$ cat src/sv/tgc_pkg.sv
// shared types and constants for the tweezer grid compaction block
`default_nettype none
package tgc_pkg;

    localparam int OPW  = 2;
    localparam int PW   = 6;
    localparam int STW  = 2;
    localparam int IDXW = 10;
    localparam int RNDW = 16;
    localparam int S_DW = 16;
    localparam int M_DW = 40;

    localparam logic [OPW-1:0] OP_CLEAR = 2'd0;
    localparam logic [OPW-1:0] OP_LOAD  = 2'd1;
    localparam logic [OPW-1:0] OP_ADV   = 2'd2;

    localparam logic [STW-1:0] ST_OK    = 2'd0;
    localparam logic [STW-1:0] ST_OCC   = 2'd1;
    localparam logic [STW-1:0] ST_FULL  = 2'd2;
    localparam logic [STW-1:0] ST_EMPTY = 2'd3;

    typedef enum logic [3:0] {
        S_SWEEP,
        S_IDLE,
        S_DEC,
        S_LD_CHK,
        S_DIV,
        S_ADV_RD,
        S_ADV_CAND,
        S_ADV_CHK1,
        S_ADV_CHK2,
        S_ADV_CLR,
        S_ADV_FIN,
        S_DONE
    } t_state;

    typedef enum logic [2:0] {
        RES_NONE,
        RES_BLANK,
        RES_OCC,
        RES_FULL,
        RES_EMPTY
    } t_res;

    typedef struct packed {
        logic cap;
        logic clr_state;
        logic sweep;
        logic ld_commit;
        logic div_start;
        logic div_step;
        logic adv_rd;
        logic adv_cand;
        logic rd_c2;
        logic take_c1;
        logic take_c2;
        logic clr_old;
        logic adv_fin;
        logic out_load;
        t_res res;
    } t_cmd;

    typedef struct packed {
        logic [OPW-1:0] op;
        logic           ld_oob;
        logic           occ;
        logic           full;
        logic           cnt_zero;
        logic           tgt_valid;
        logic           div_last;
        logic           sweep_last;
        logic           cand1_ok;
        logic           cand2_ok;
        logic           out_busy;
    } t_sts;

endpackage
`default_nettype wire

$ cat src/sv/tgc_ctrl.sv
// controller state machine for the tweezer grid compaction block
`default_nettype none
module tgc_ctrl (
    input  wire logic          i_clk,
    input  wire logic          i_rst_n,
    input  wire logic          i_s_tvalid,
    output logic               o_s_tready,
    input  wire tgc_pkg::t_sts i_sts,
    output tgc_pkg::t_cmd      o_cmd
);

    tgc_pkg::t_state r_state, n_state;
    logic            r_from_op, n_from_op;

    always_ff @(posedge i_clk) begin
        if (!i_rst_n) begin
            r_state   <= tgc_pkg::S_SWEEP;
            r_from_op <= 1'b0;
        end else begin
            r_state   <= n_state;
            r_from_op <= n_from_op;
        end
    end

    always_comb begin
        n_state    = r_state;
        n_from_op  = r_from_op;
        o_cmd      = '0;
        o_s_tready = 1'b0;
        unique case (r_state)
            tgc_pkg::S_SWEEP: begin
                o_cmd.sweep = 1'b1;
                if (i_sts.sweep_last) begin
                    n_state = r_from_op ? tgc_pkg::S_DONE : tgc_pkg::S_IDLE;
                end
            end
            tgc_pkg::S_IDLE: begin
                o_s_tready = 1'b1;
                if (i_s_tvalid) begin
                    o_cmd.cap = 1'b1;
                    n_state   = tgc_pkg::S_DEC;
                end
            end
            tgc_pkg::S_DEC: begin
                unique case (i_sts.op)
                    tgc_pkg::OP_CLEAR: begin
                        o_cmd.clr_state = 1'b1;
                        o_cmd.res       = tgc_pkg::RES_BLANK;
                        n_from_op       = 1'b1;
                        n_state         = tgc_pkg::S_SWEEP;
                    end
                    tgc_pkg::OP_LOAD: begin
                        if (i_sts.ld_oob) begin
                            o_cmd.res = tgc_pkg::RES_OCC;
                            n_state   = tgc_pkg::S_DONE;
                        end else begin
                            n_state = tgc_pkg::S_LD_CHK;
                        end
                    end
                    tgc_pkg::OP_ADV: begin
                        if (i_sts.cnt_zero) begin
                            o_cmd.res = tgc_pkg::RES_EMPTY;
                            n_state   = tgc_pkg::S_DONE;
                        end else if (!i_sts.tgt_valid) begin
                            o_cmd.div_start = 1'b1;
                            n_state         = tgc_pkg::S_DIV;
                        end else begin
                            n_state = tgc_pkg::S_ADV_RD;
                        end
                    end
                    default: begin
                        o_cmd.res = tgc_pkg::RES_BLANK;
                        n_state   = tgc_pkg::S_DONE;
                    end
                endcase
            end
            tgc_pkg::S_LD_CHK: begin
                if (i_sts.occ) begin
                    o_cmd.res = tgc_pkg::RES_OCC;
                end else if (i_sts.full) begin
                    o_cmd.res = tgc_pkg::RES_FULL;
                end else begin
                    o_cmd.ld_commit = 1'b1;
                end
                n_state = tgc_pkg::S_DONE;
            end
            tgc_pkg::S_DIV: begin
                o_cmd.div_step = 1'b1;
                if (i_sts.div_last) begin
                    n_state = tgc_pkg::S_ADV_RD;
                end
            end
            tgc_pkg::S_ADV_RD: begin
                o_cmd.adv_rd = 1'b1;
                n_state      = tgc_pkg::S_ADV_CAND;
            end
            tgc_pkg::S_ADV_CAND: begin
                o_cmd.adv_cand = 1'b1;
                n_state = i_sts.cand1_ok ? tgc_pkg::S_ADV_CHK1 : tgc_pkg::S_ADV_FIN;
            end
            tgc_pkg::S_ADV_CHK1: begin
                if (!i_sts.occ) begin
                    o_cmd.take_c1 = 1'b1;
                    n_state       = tgc_pkg::S_ADV_CLR;
                end else if (i_sts.cand2_ok) begin
                    o_cmd.rd_c2 = 1'b1;
                    n_state     = tgc_pkg::S_ADV_CHK2;
                end else begin
                    n_state = tgc_pkg::S_ADV_FIN;
                end
            end
            tgc_pkg::S_ADV_CHK2: begin
                if (!i_sts.occ) begin
                    o_cmd.take_c2 = 1'b1;
                    n_state       = tgc_pkg::S_ADV_CLR;
                end else begin
                    n_state = tgc_pkg::S_ADV_FIN;
                end
            end
            tgc_pkg::S_ADV_CLR: begin
                o_cmd.clr_old = 1'b1;
                n_state       = tgc_pkg::S_ADV_FIN;
            end
            tgc_pkg::S_ADV_FIN: begin
                o_cmd.adv_fin = 1'b1;
                n_state       = tgc_pkg::S_DONE;
            end
            tgc_pkg::S_DONE: begin
                if (!i_sts.out_busy) begin
                    o_cmd.out_load = 1'b1;
                    n_from_op      = 1'b0;
                    n_state        = tgc_pkg::S_IDLE;
                end
            end
            default: begin
                n_state = tgc_pkg::S_IDLE;
            end
        endcase
    end

endmodule
`default_nettype wire

$ cat config.mk
export PLATFORM = sky130hd
export DESIGN_NAME = tgc_ctrl
export DESIGN_NICKNAME = d
export VERILOG_FILES = /design/src/sv/tgc_pkg.sv /design/src/sv/tgc_ctrl.sv
export SDC_FILE = /design/constraint.sdc
export NUM_CORES = 1
export LEC_CHECK = 0
export BUFFER_PORTS_ARGS = -buffer_cell sky130_fd_sc_hd__buf_4
export CAP_MARGIN = 10
export CORE_UTILIZATION = 45
export DETAILED_ROUTE_END_ITERATION = 10
export PLACE_DENSITY_LB_ADDON = 0.15
export SYNTH_ARGS = -nofsm -noshare
export SYNTH_HDL_FRONTEND = slang
export SYNTH_SLANG_ARGS = --single-unit
export TNS_END_PERCENT = 30
$ cat constraint.sdc
create_clock -name i_clk -period 1.9 [get_ports i_clk]
set_input_delay 0.095 -clock i_clk [delete_from_list [all_inputs] [get_ports i_clk]]
set_output_delay 0.095 -clock i_clk [all_outputs]
set_load 0.01 [all_outputs]
# Word level (Yosys, flattened, before mapping)
# Cells that the tools add are included.
dict set report op_classes {
  n_mux 48
  reduce_logical 6
  n_eq_ne 18
}
# cell n
set op_table {}
lappend op_table {{$pmux W4 S11} 1}
lappend op_table {{$mux W4} 9}
lappend op_table {{$mux W1} 27}
lappend op_table {{$eq A4 B3 Y1 const B} 4}
lappend op_table {{$eq A4 B4 Y1 const B} 4}
lappend op_table {{$mux W2} 6}
lappend op_table {{$pmux W3 S2} 2}
lappend op_table {{$pmux W4 S3} 1}
lappend op_table {{$eq A4 B2 Y1 const B} 2}
lappend op_table {{$ne A2 B2 Y1 const B} 4}
lappend op_table {{$eq A4 B1 Y1 const B} 1}
lappend op_table {{$logic_not A4 Y1} 1}
lappend op_table {{$reduce_and A4 Y1} 1}
lappend op_table {{$mux W3} 1}
lappend op_table {{$reduce_and A3 Y1} 1}
lappend op_table {{$eq A2 B1 Y1 const B} 1}
lappend op_table {{$eq A2 B2 Y1 const B} 1}
lappend op_table {{$logic_not A2 Y1} 1}
lappend op_table {{$ne A2 B1 Y1 const B} 1}
lappend op_table {{$pmux W1 S2} 1}
lappend op_table {{$reduce_bool A2 Y1} 1}
lappend op_table {{$reduce_or A2 Y1} 1}
dict set report totals {
  elab_cells 74
  reg_bits 5
  out_inout_bits 18
}

# Depth between registers and ports, before layout
# Gate-level depths: netlist (run 1).
dict set report logic_depth {
  word_depth 4
  ltp_mapped 6
}

# Least setup slack after synthesis (run 1)
# OpenSTA, ideal clock, no wires.
dict set report synth_timing {
  path_kind {register to output}
  startpoint {register r_state[0]}
  endpoint {output port o_cmd[1] in the netlist's numbering}
  path_slack_ns 0.393
  arrival_ns 1.412
  path_stages_with_launch 5
  t_required_ns 1.805
  path_buffers 2
  cell_sequence {dfxtp_1 -> buf_6 -> buf_4 -> a31oi_1 -> a2111oi_0}
}
# element line_no
set synth_rtl {}
lappend synth_rtl {{from (decl)} tgc_ctrl.sv:12} ;# tgc_pkg::t_state r_state, n_state;
lappend synth_rtl {{from (signal assigned)} tgc_ctrl.sv:17} ;# r_state <= tgc_pkg::S_SWEEP;
lappend synth_rtl {{from (signal assigned)} tgc_ctrl.sv:20} ;# r_state <= n_state;
lappend synth_rtl {{to (decl)} tgc_ctrl.sv:9} ;# output tgc_pkg::t_cmd o_cmd

==> flow_metrics.env, run 1 <==
export IMPL_finalSetupTns_ps=0
export IMPL_wl_met1_um=877
export IMPL_start_util=0.4859
export IMPL_crit_fanout=13
export IMPL_wl_um=1924
export IMPL_synth_edf_count=0
export IMPL_ant_nets=0
export IMPL_cts_buffer_depth=2
export IMPL_final_util=0.6512
export IMPL_coreArea_um2=1506
export IMPL_reg2reg_to="r_state[0]$_SDFFE_PN0P_"
export IMPL_synth_top_cell_area_share=0.1368
export IMPL_routabilityCongestion=0.8740
export IMPL_worstSkewPairLatency_ps=250
export IMPL_status="completed"
export IMPL_fillers=153
export IMPL_dp_slack_ps=268.7
export IMPL_die_area_um2=1792
export IMPL_whs_path_depth=2
export IMPL_slew_headroom=0.6487
export IMPL_cts_tree="yes"
export IMPL_route_met2_wl_um=918
export IMPL_netlist_area_um2=732.0
export IMPL_fmax_mhz=583.0
export IMPL_hp_class="in2reg"
export IMPL_yosysTopAreaCell="dfxtp_1"
export IMPL_port_buffers=32
export IMPL_clock_skew_final_ps=7.415
export IMPL_synth_async_sr_flop_share=0
export IMPL_path_buf_inv=1
export IMPL_grt_max_degree=19
export IMPL_die_h_um=42.33
export IMPL_start_kind="flop"
export IMPL_multi_input_comb_area_um2=546.8
export IMPL_synthTopCellsByArea="dfxtp_1 (14%), nor3_1 (8.9%), ha_1 (8.5%), o21ai_0 (5.5%), buf_6 (4.6%)"
export IMPL_cts_root_buf="clkbuf_4"
export IMPL_syn_area_per_cell_um2=7.176
export IMPL_startpoint="r_state[2]$_SDFFE_PN0P_"
export IMPL_cp_end_kind="output port"
export IMPL_remaining_drc_errors=0
export IMPL_place_inst=145
export IMPL_cpPeakStageDelay_ps=430
export IMPL_power_per_cell_area_nw_per_um2=989.5
export IMPL_synth_warnings=0
export IMPL_crit_family="simple AND/OR/NAND/NOR gates"
export IMPL_worstPathRequired_ps=1800
export IMPL_fin_crit_sh=0.9027
export IMPL_worstHoldEndpoint="r_from_op$_SDFFE_PN0P_"
export IMPL_routed_via_density=5.718
export IMPL_cts_setup_buffers=0
export IMPL_max_slew_worst_pin_slew_ps=513.7
export IMPL_seq_area_um2=102.6
export IMPL_maxCapViolations=0
export IMPL_grt_pass1_vias=815
export IMPL_avgRoutedWirePerCell_um=12.91
export IMPL_hpwlAfterDp_um=1516
export IMPL_highest_layer="met4"
export IMPL_initialDrtViolationCount=10
export IMPL_dieWidth_um=42.33
export IMPL_floorplan_rows=14
export IMPL_ys_top_cells_by_count="nor3_1 (13), nor2_1 (8), o21ai_0 (8)"
export IMPL_h_tree_depth=1
export IMPL_grt_antenna_before_repair=0
export IMPL_rr_startpoint="r_state[3]$_SDFFE_PN0P_"
export IMPL_setup_viol=0
export IMPL_fin_ws_ps=184.8
export IMPL_grt_use_total=0.2298
export IMPL_cts_clk_slew_worst_paths_ps=40
export IMPL_yosysSeqAreaShare=0.1368
export IMPL_routed_via_count=852
export IMPL_slowest_stage="dfxtp_1"
export IMPL_grt_overflow=0
export IMPL_rr_worst_depth=4
export IMPL_cts_buffers=3
export IMPL_rsz0062_at_grt="no"
export IMPL_reg2reg_slack_ps=250
export IMPL_first_pass_iters=4
export IMPL_synthCells=102
export IMPL_crit_chain="nand2b_1 > nor3_1 > nand3b_1 > nor2_1 > buf_4"
export IMPL_antenna_cells=0
export IMPL_grt_pass1_wl_um=3243
export IMPL_arrival_ps=1620
export IMPL_drive_above_1_share=0.3383
export IMPL_hp_start="i_rst_n"
export IMPL_ioPinCount=33
export IMPL_max_vdd_ir_drop_uv=455.8
export IMPL_synth_most_common_cell="nor3_1"
export IMPL_yosysUniqueCellTypes=38
export IMPL_ys_ff_latch=5
export IMPL_path_depth=5
export IMPL_syn_to_final_growth_pct=34.02
export IMPL_cts_resized=0
export IMPL_synth_fp_nets=122
export IMPL_timing_worst_setup_path_type="reg2out"
export IMPL_min_period_ps=1715
export IMPL_finalHoldViolCount=0
export IMPL_hold_slack_ps=79.13
export IMPL_synth_flop_cell="dfxtp_1"
export IMPL_final_max_slew_viol_count=0
export IMPL_postCtsHoldBufs=0
export IMPL_final_cells=149
export IMPL_cts_sinks=5
export IMPL_final_nets=154
export IMPL_power_leakage_nw=0.4298
export IMPL_wl_met3_um=86
-- routing by layer --
| layer | vias up | GRT usage |
|---|---|---|
| met5 | - | 0 |
| met4 | 0 | 0.1313 |
| met3 | 4 | 0.03017 |
| met2 | 29 | 0.3846 |
| met1 | 384 | 0.2789 |
| li1 | 435 | - |
-- layout by cell type, fill, tap and decap left out, types with 2 or more instances in the layout --
master     Yosys  layout
a2111oi_0      2       2
a21oi_1        4       4
a311oi_1       2       2
a31oi_1        2       2
and2_1         4       4
buf_4          2      35
clkbuf_4       0       3
dfxtp_1        5       3
dfxtp_2        0       2
ha_1           5       5
inv_1          5       5
nand2_1        6       6
nand2b_1       5       5
nor2_1         8       8
nor2b_1        4       4
nor3_1        13      13
nor4_1         2       2
o21ai_0        8       8
-- stage by stage --
step | total power [W] | instance area [um2]
after floorplan | 0.0006696 | 732.0
after global placement | 0.0008182 | 952.2
after detailed placement | 0.0008359 | 952.2
after CTS | 0.0009680 | 978.4
after global routing | 0.001053 | 980.9
final | 0.0009707 | 980.9
-- worst max path at each step --
stage                         endpoint  slack, ps
6_report                     o_cmd[12]        180
5_1_grt                      o_cmd[12]         10
4_1_cts                       o_cmd[1]         90
3_5_place_dp   r_state[0]$_SDFFE_PN0P_        270
3_3_place_gp   r_state[0]$_SDFFE_PN0P_        330
2_1_floorplan                 o_cmd[1]        390
-- worst reg2reg max path: stages, from the launching register on --
cell and delay, ps:
dfxtp_1 650, nor3_1 110, o21ai_0 290, nand3_1 130, o311a_1 360
-- where the power goes --
part | leakage (nW) | switching, W | total, W | internal, W
clock | 0.0150 | 0.0000482 | 0.000128 | 0.0000797
sequential | 0.0414 | 0.0000901 | 0.000229 | 0.000138
combinational | 0.373 | 0.000312 | 0.000614 | 0.000302
-- final cells by class --
class	count	area share
clock buffer	4	0.02679
inverter	6	0.02296
multi-input combinational	83	0.5574
sequential	5	0.1046
tap	16	0.02041
timing repair buffer	35	0.2679
-- kinds of logic (layout without fill, tap and decap cells) --
family,after synthesis,after routing,share of synthesized area
adder cells (fa/ha/maj),5,5,0.08547
AND/OR/NAND/NOR,51,51,0.3897
flip-flops,5,5,0.1368
buffers and inverters,14,45,0.1162
AO/OA/AOI/OAI,27,27,0.2718
-- flip-flops by register name, summed over array words and instances (netlist names) --
name and count:
r_from_op 1, r_state 4
Power figures use the tool's default switching activity.
==> run 2, diff against run 1 <==
--- a/config.mk
+++ b/config.mk
@@ -7,9 +7,10 @@
 export LEC_CHECK = 0
 export BUFFER_PORTS_ARGS = -buffer_cell sky130_fd_sc_hd__buf_4
 export CAP_MARGIN = 10
-export CORE_UTILIZATION = 45
+export CORE_UTILIZATION = 46
 export DETAILED_ROUTE_END_ITERATION = 10
 export PLACE_DENSITY_LB_ADDON = 0.15
+export SKIP_LAST_GASP = 1
 export SYNTH_ARGS = -nofsm -noshare
 export SYNTH_HDL_FRONTEND = slang
 export SYNTH_SLANG_ARGS = --single-unit
==> flow_metrics.env, run 2 (synthesis results as in run 1) <==
export IMPL_slew_headroom=0.6281
export IMPL_arrival_ps=1650
export IMPL_max_slew_worst_pin_slew_ps=557.0
export IMPL_grt_max_degree=24
export IMPL_final_common_cell="buf_4"
export IMPL_worstSkewPairLatency_ps=250
export IMPL_cts_clk_slew_worst_paths_ps=50
export IMPL_routed_via_density=5.707
export IMPL_max_vdd_ir_drop_uv=553.2
export IMPL_largest_register="r_state"
export IMPL_routed_via_count=839
export IMPL_cts_buffers=3
export IMPL_drive_above_1_share=0.3359
export IMPL_avgRoutedWirePerCell_um=13.39
export IMPL_fin_crit_sh=0.9183
export IMPL_wl_um=1969
export IMPL_dieWidth_um=41.89
export IMPL_finalHoldViolCount=0
export IMPL_routabilityCongestion=0.7915
export IMPL_maxCapViolations=0
export IMPL_antenna_cells=0
export IMPL_start_util=0.4916
export IMPL_crit_fanout=13
export IMPL_die_h_um=41.89
export IMPL_grt_pass1_vias=709
export IMPL_worstPathRequired_ps=1800
export IMPL_final_util=0.6496
export IMPL_die_area_um2=1755
export IMPL_cts_buffer_depth=2
export IMPL_fillers=152
export IMPL_grt_pass1_wl_um=3029
export IMPL_power_per_cell_area_nw_per_um2=991.9
export IMPL_clock_skew_final_ps=8.014
export IMPL_cp_end_kind="output port"
export IMPL_cts_tree="yes"
export IMPL_initialDrtViolationCount=17
export IMPL_min_period_ps=1745
export IMPL_start_kind="flop"
export IMPL_port_buffers=32
export IMPL_rsz0062_at_grt="no"
export IMPL_top_regs="r_state x4, r_from_op x1"
export IMPL_final_nets=152
export IMPL_setup_viol=0
export IMPL_status="completed"
export IMPL_mostFrequentLayoutCells="buf_4 (33), nor3_1 (13), nor2_1 (8), o21ai_0 (8), nand2_1 (6)"
export IMPL_ioPinCount=33
export IMPL_grt_antenna_before_repair=0
export IMPL_largest_reg_flops=4
export IMPL_first_pass_iters=4
export IMPL_power_leakage_nw=0.4195
export IMPL_grt_overflow=0
export IMPL_rr_worst_depth=4
export IMPL_timing_worst_setup_path_type="reg2out"
export IMPL_hp_class="in2reg"
export IMPL_fmax_mhz=573.2
export IMPL_final_max_slew_viol_count=0
export IMPL_h_tree_depth=1
export IMPL_cts_root_buf="clkbuf_4"
export IMPL_hpwlAfterDp_um=1508
export IMPL_postCtsHoldBufs=0
export IMPL_cts_sinks=5
export IMPL_coreArea_um2=1489
export IMPL_grt_use_total=0.2155
export IMPL_finalSetupTns_ps=0
export IMPL_syn_to_final_growth_pct=32.14
export IMPL_ant_nets=0
export IMPL_remaining_drc_errors=0
export IMPL_whs_path_depth=2
export IMPL_floorplan_rows=14
[run 2: changes by cell type in the layout (fill, tap and decap cells not counted)]
| cell | previous run | this run |
|---|---|---|
| buf_4 | 35 | 33 |
| dfxtp_1 | 3 | 2 |
| dfxtp_2 | 2 | 3 |
[run 2: stage by stage]
step                power [W]  cell area [um2]  cells  worst slack, ps  hold WS, ps
global placement    0.0008071            937.1    143            238.3        325.1
global route         0.001023            967.2    147            62.21        86.57
CTS                 0.0009535            964.7    147            26.58        83.67
finish              0.0009593            967.2    147            155.3        83.00
floorplan           0.0006696            732.0    102            392.8        212.5
detailed placement  0.0008252            937.1    143            153.8        326.7
[run 2: critical path, cell delays in order, from the launching register on]
cell	delay, ps
dfxtp_2	470
buf_4	230
a31oi_1	50
a2111oi_0	450
buf_4	200
[run 2: layout make-up]
| class | count | area (um2) | area share |
|---|---|---|---|
| multi-input combinational | 83 | 546.8 | 0.5653 |
| timing repair buffer | 33 | 247.7 | 0.2561 |
| sequential | 5 | 103.9 | 0.1074 |
| clock buffer | 4 | 26.28 | 0.02717 |
| inverter | 6 | 22.52 | 0.02329 |
| tap | 16 | 20.02 | 0.02070 |
[run 2: routing by layer]
metal | routed length [um] | global-route usage
met3 | 66 | 0
met2 | 1014 | 0.4000
met5 | 0 | 0
met1 | 875 | 0.2727
met4 | 13 | 0.05806
[run 2: final timing paths]
| check | from | end | slack [ps] |
|---|---|---|---|
| worst max-delay path | r_state[0]$_SDFFE_PN0P_ | o_cmd[1] | 160 |
| worst min-delay path | i_rst_n | r_from_op$_SDFFE_PN0P_ | 80 |
| worst max register to register | r_state[3]$_SDFFE_PN0P_ | r_state[0]$_SDFFE_PN0P_ | 220 |
| worst min register to register | r_from_op$_SDFFE_PN0P_ | r_from_op$_SDFFE_PN0P_ | 610 |
[run 2: where the power goes]
part           internal (W)  switching [W]  leakage, nW
logic              0.000290       0.000295        0.363
registers          0.000138       0.000110       0.0419
clock network     0.0000796      0.0000470       0.0150
[run 2: what timing repair did]
| item | CTS | global route |
|---|---|---|
| setup buffers | 0 | 0 |
| resized for setup | 1 | 2 |
| endpoints found under the setup margin | 1 | 3 |
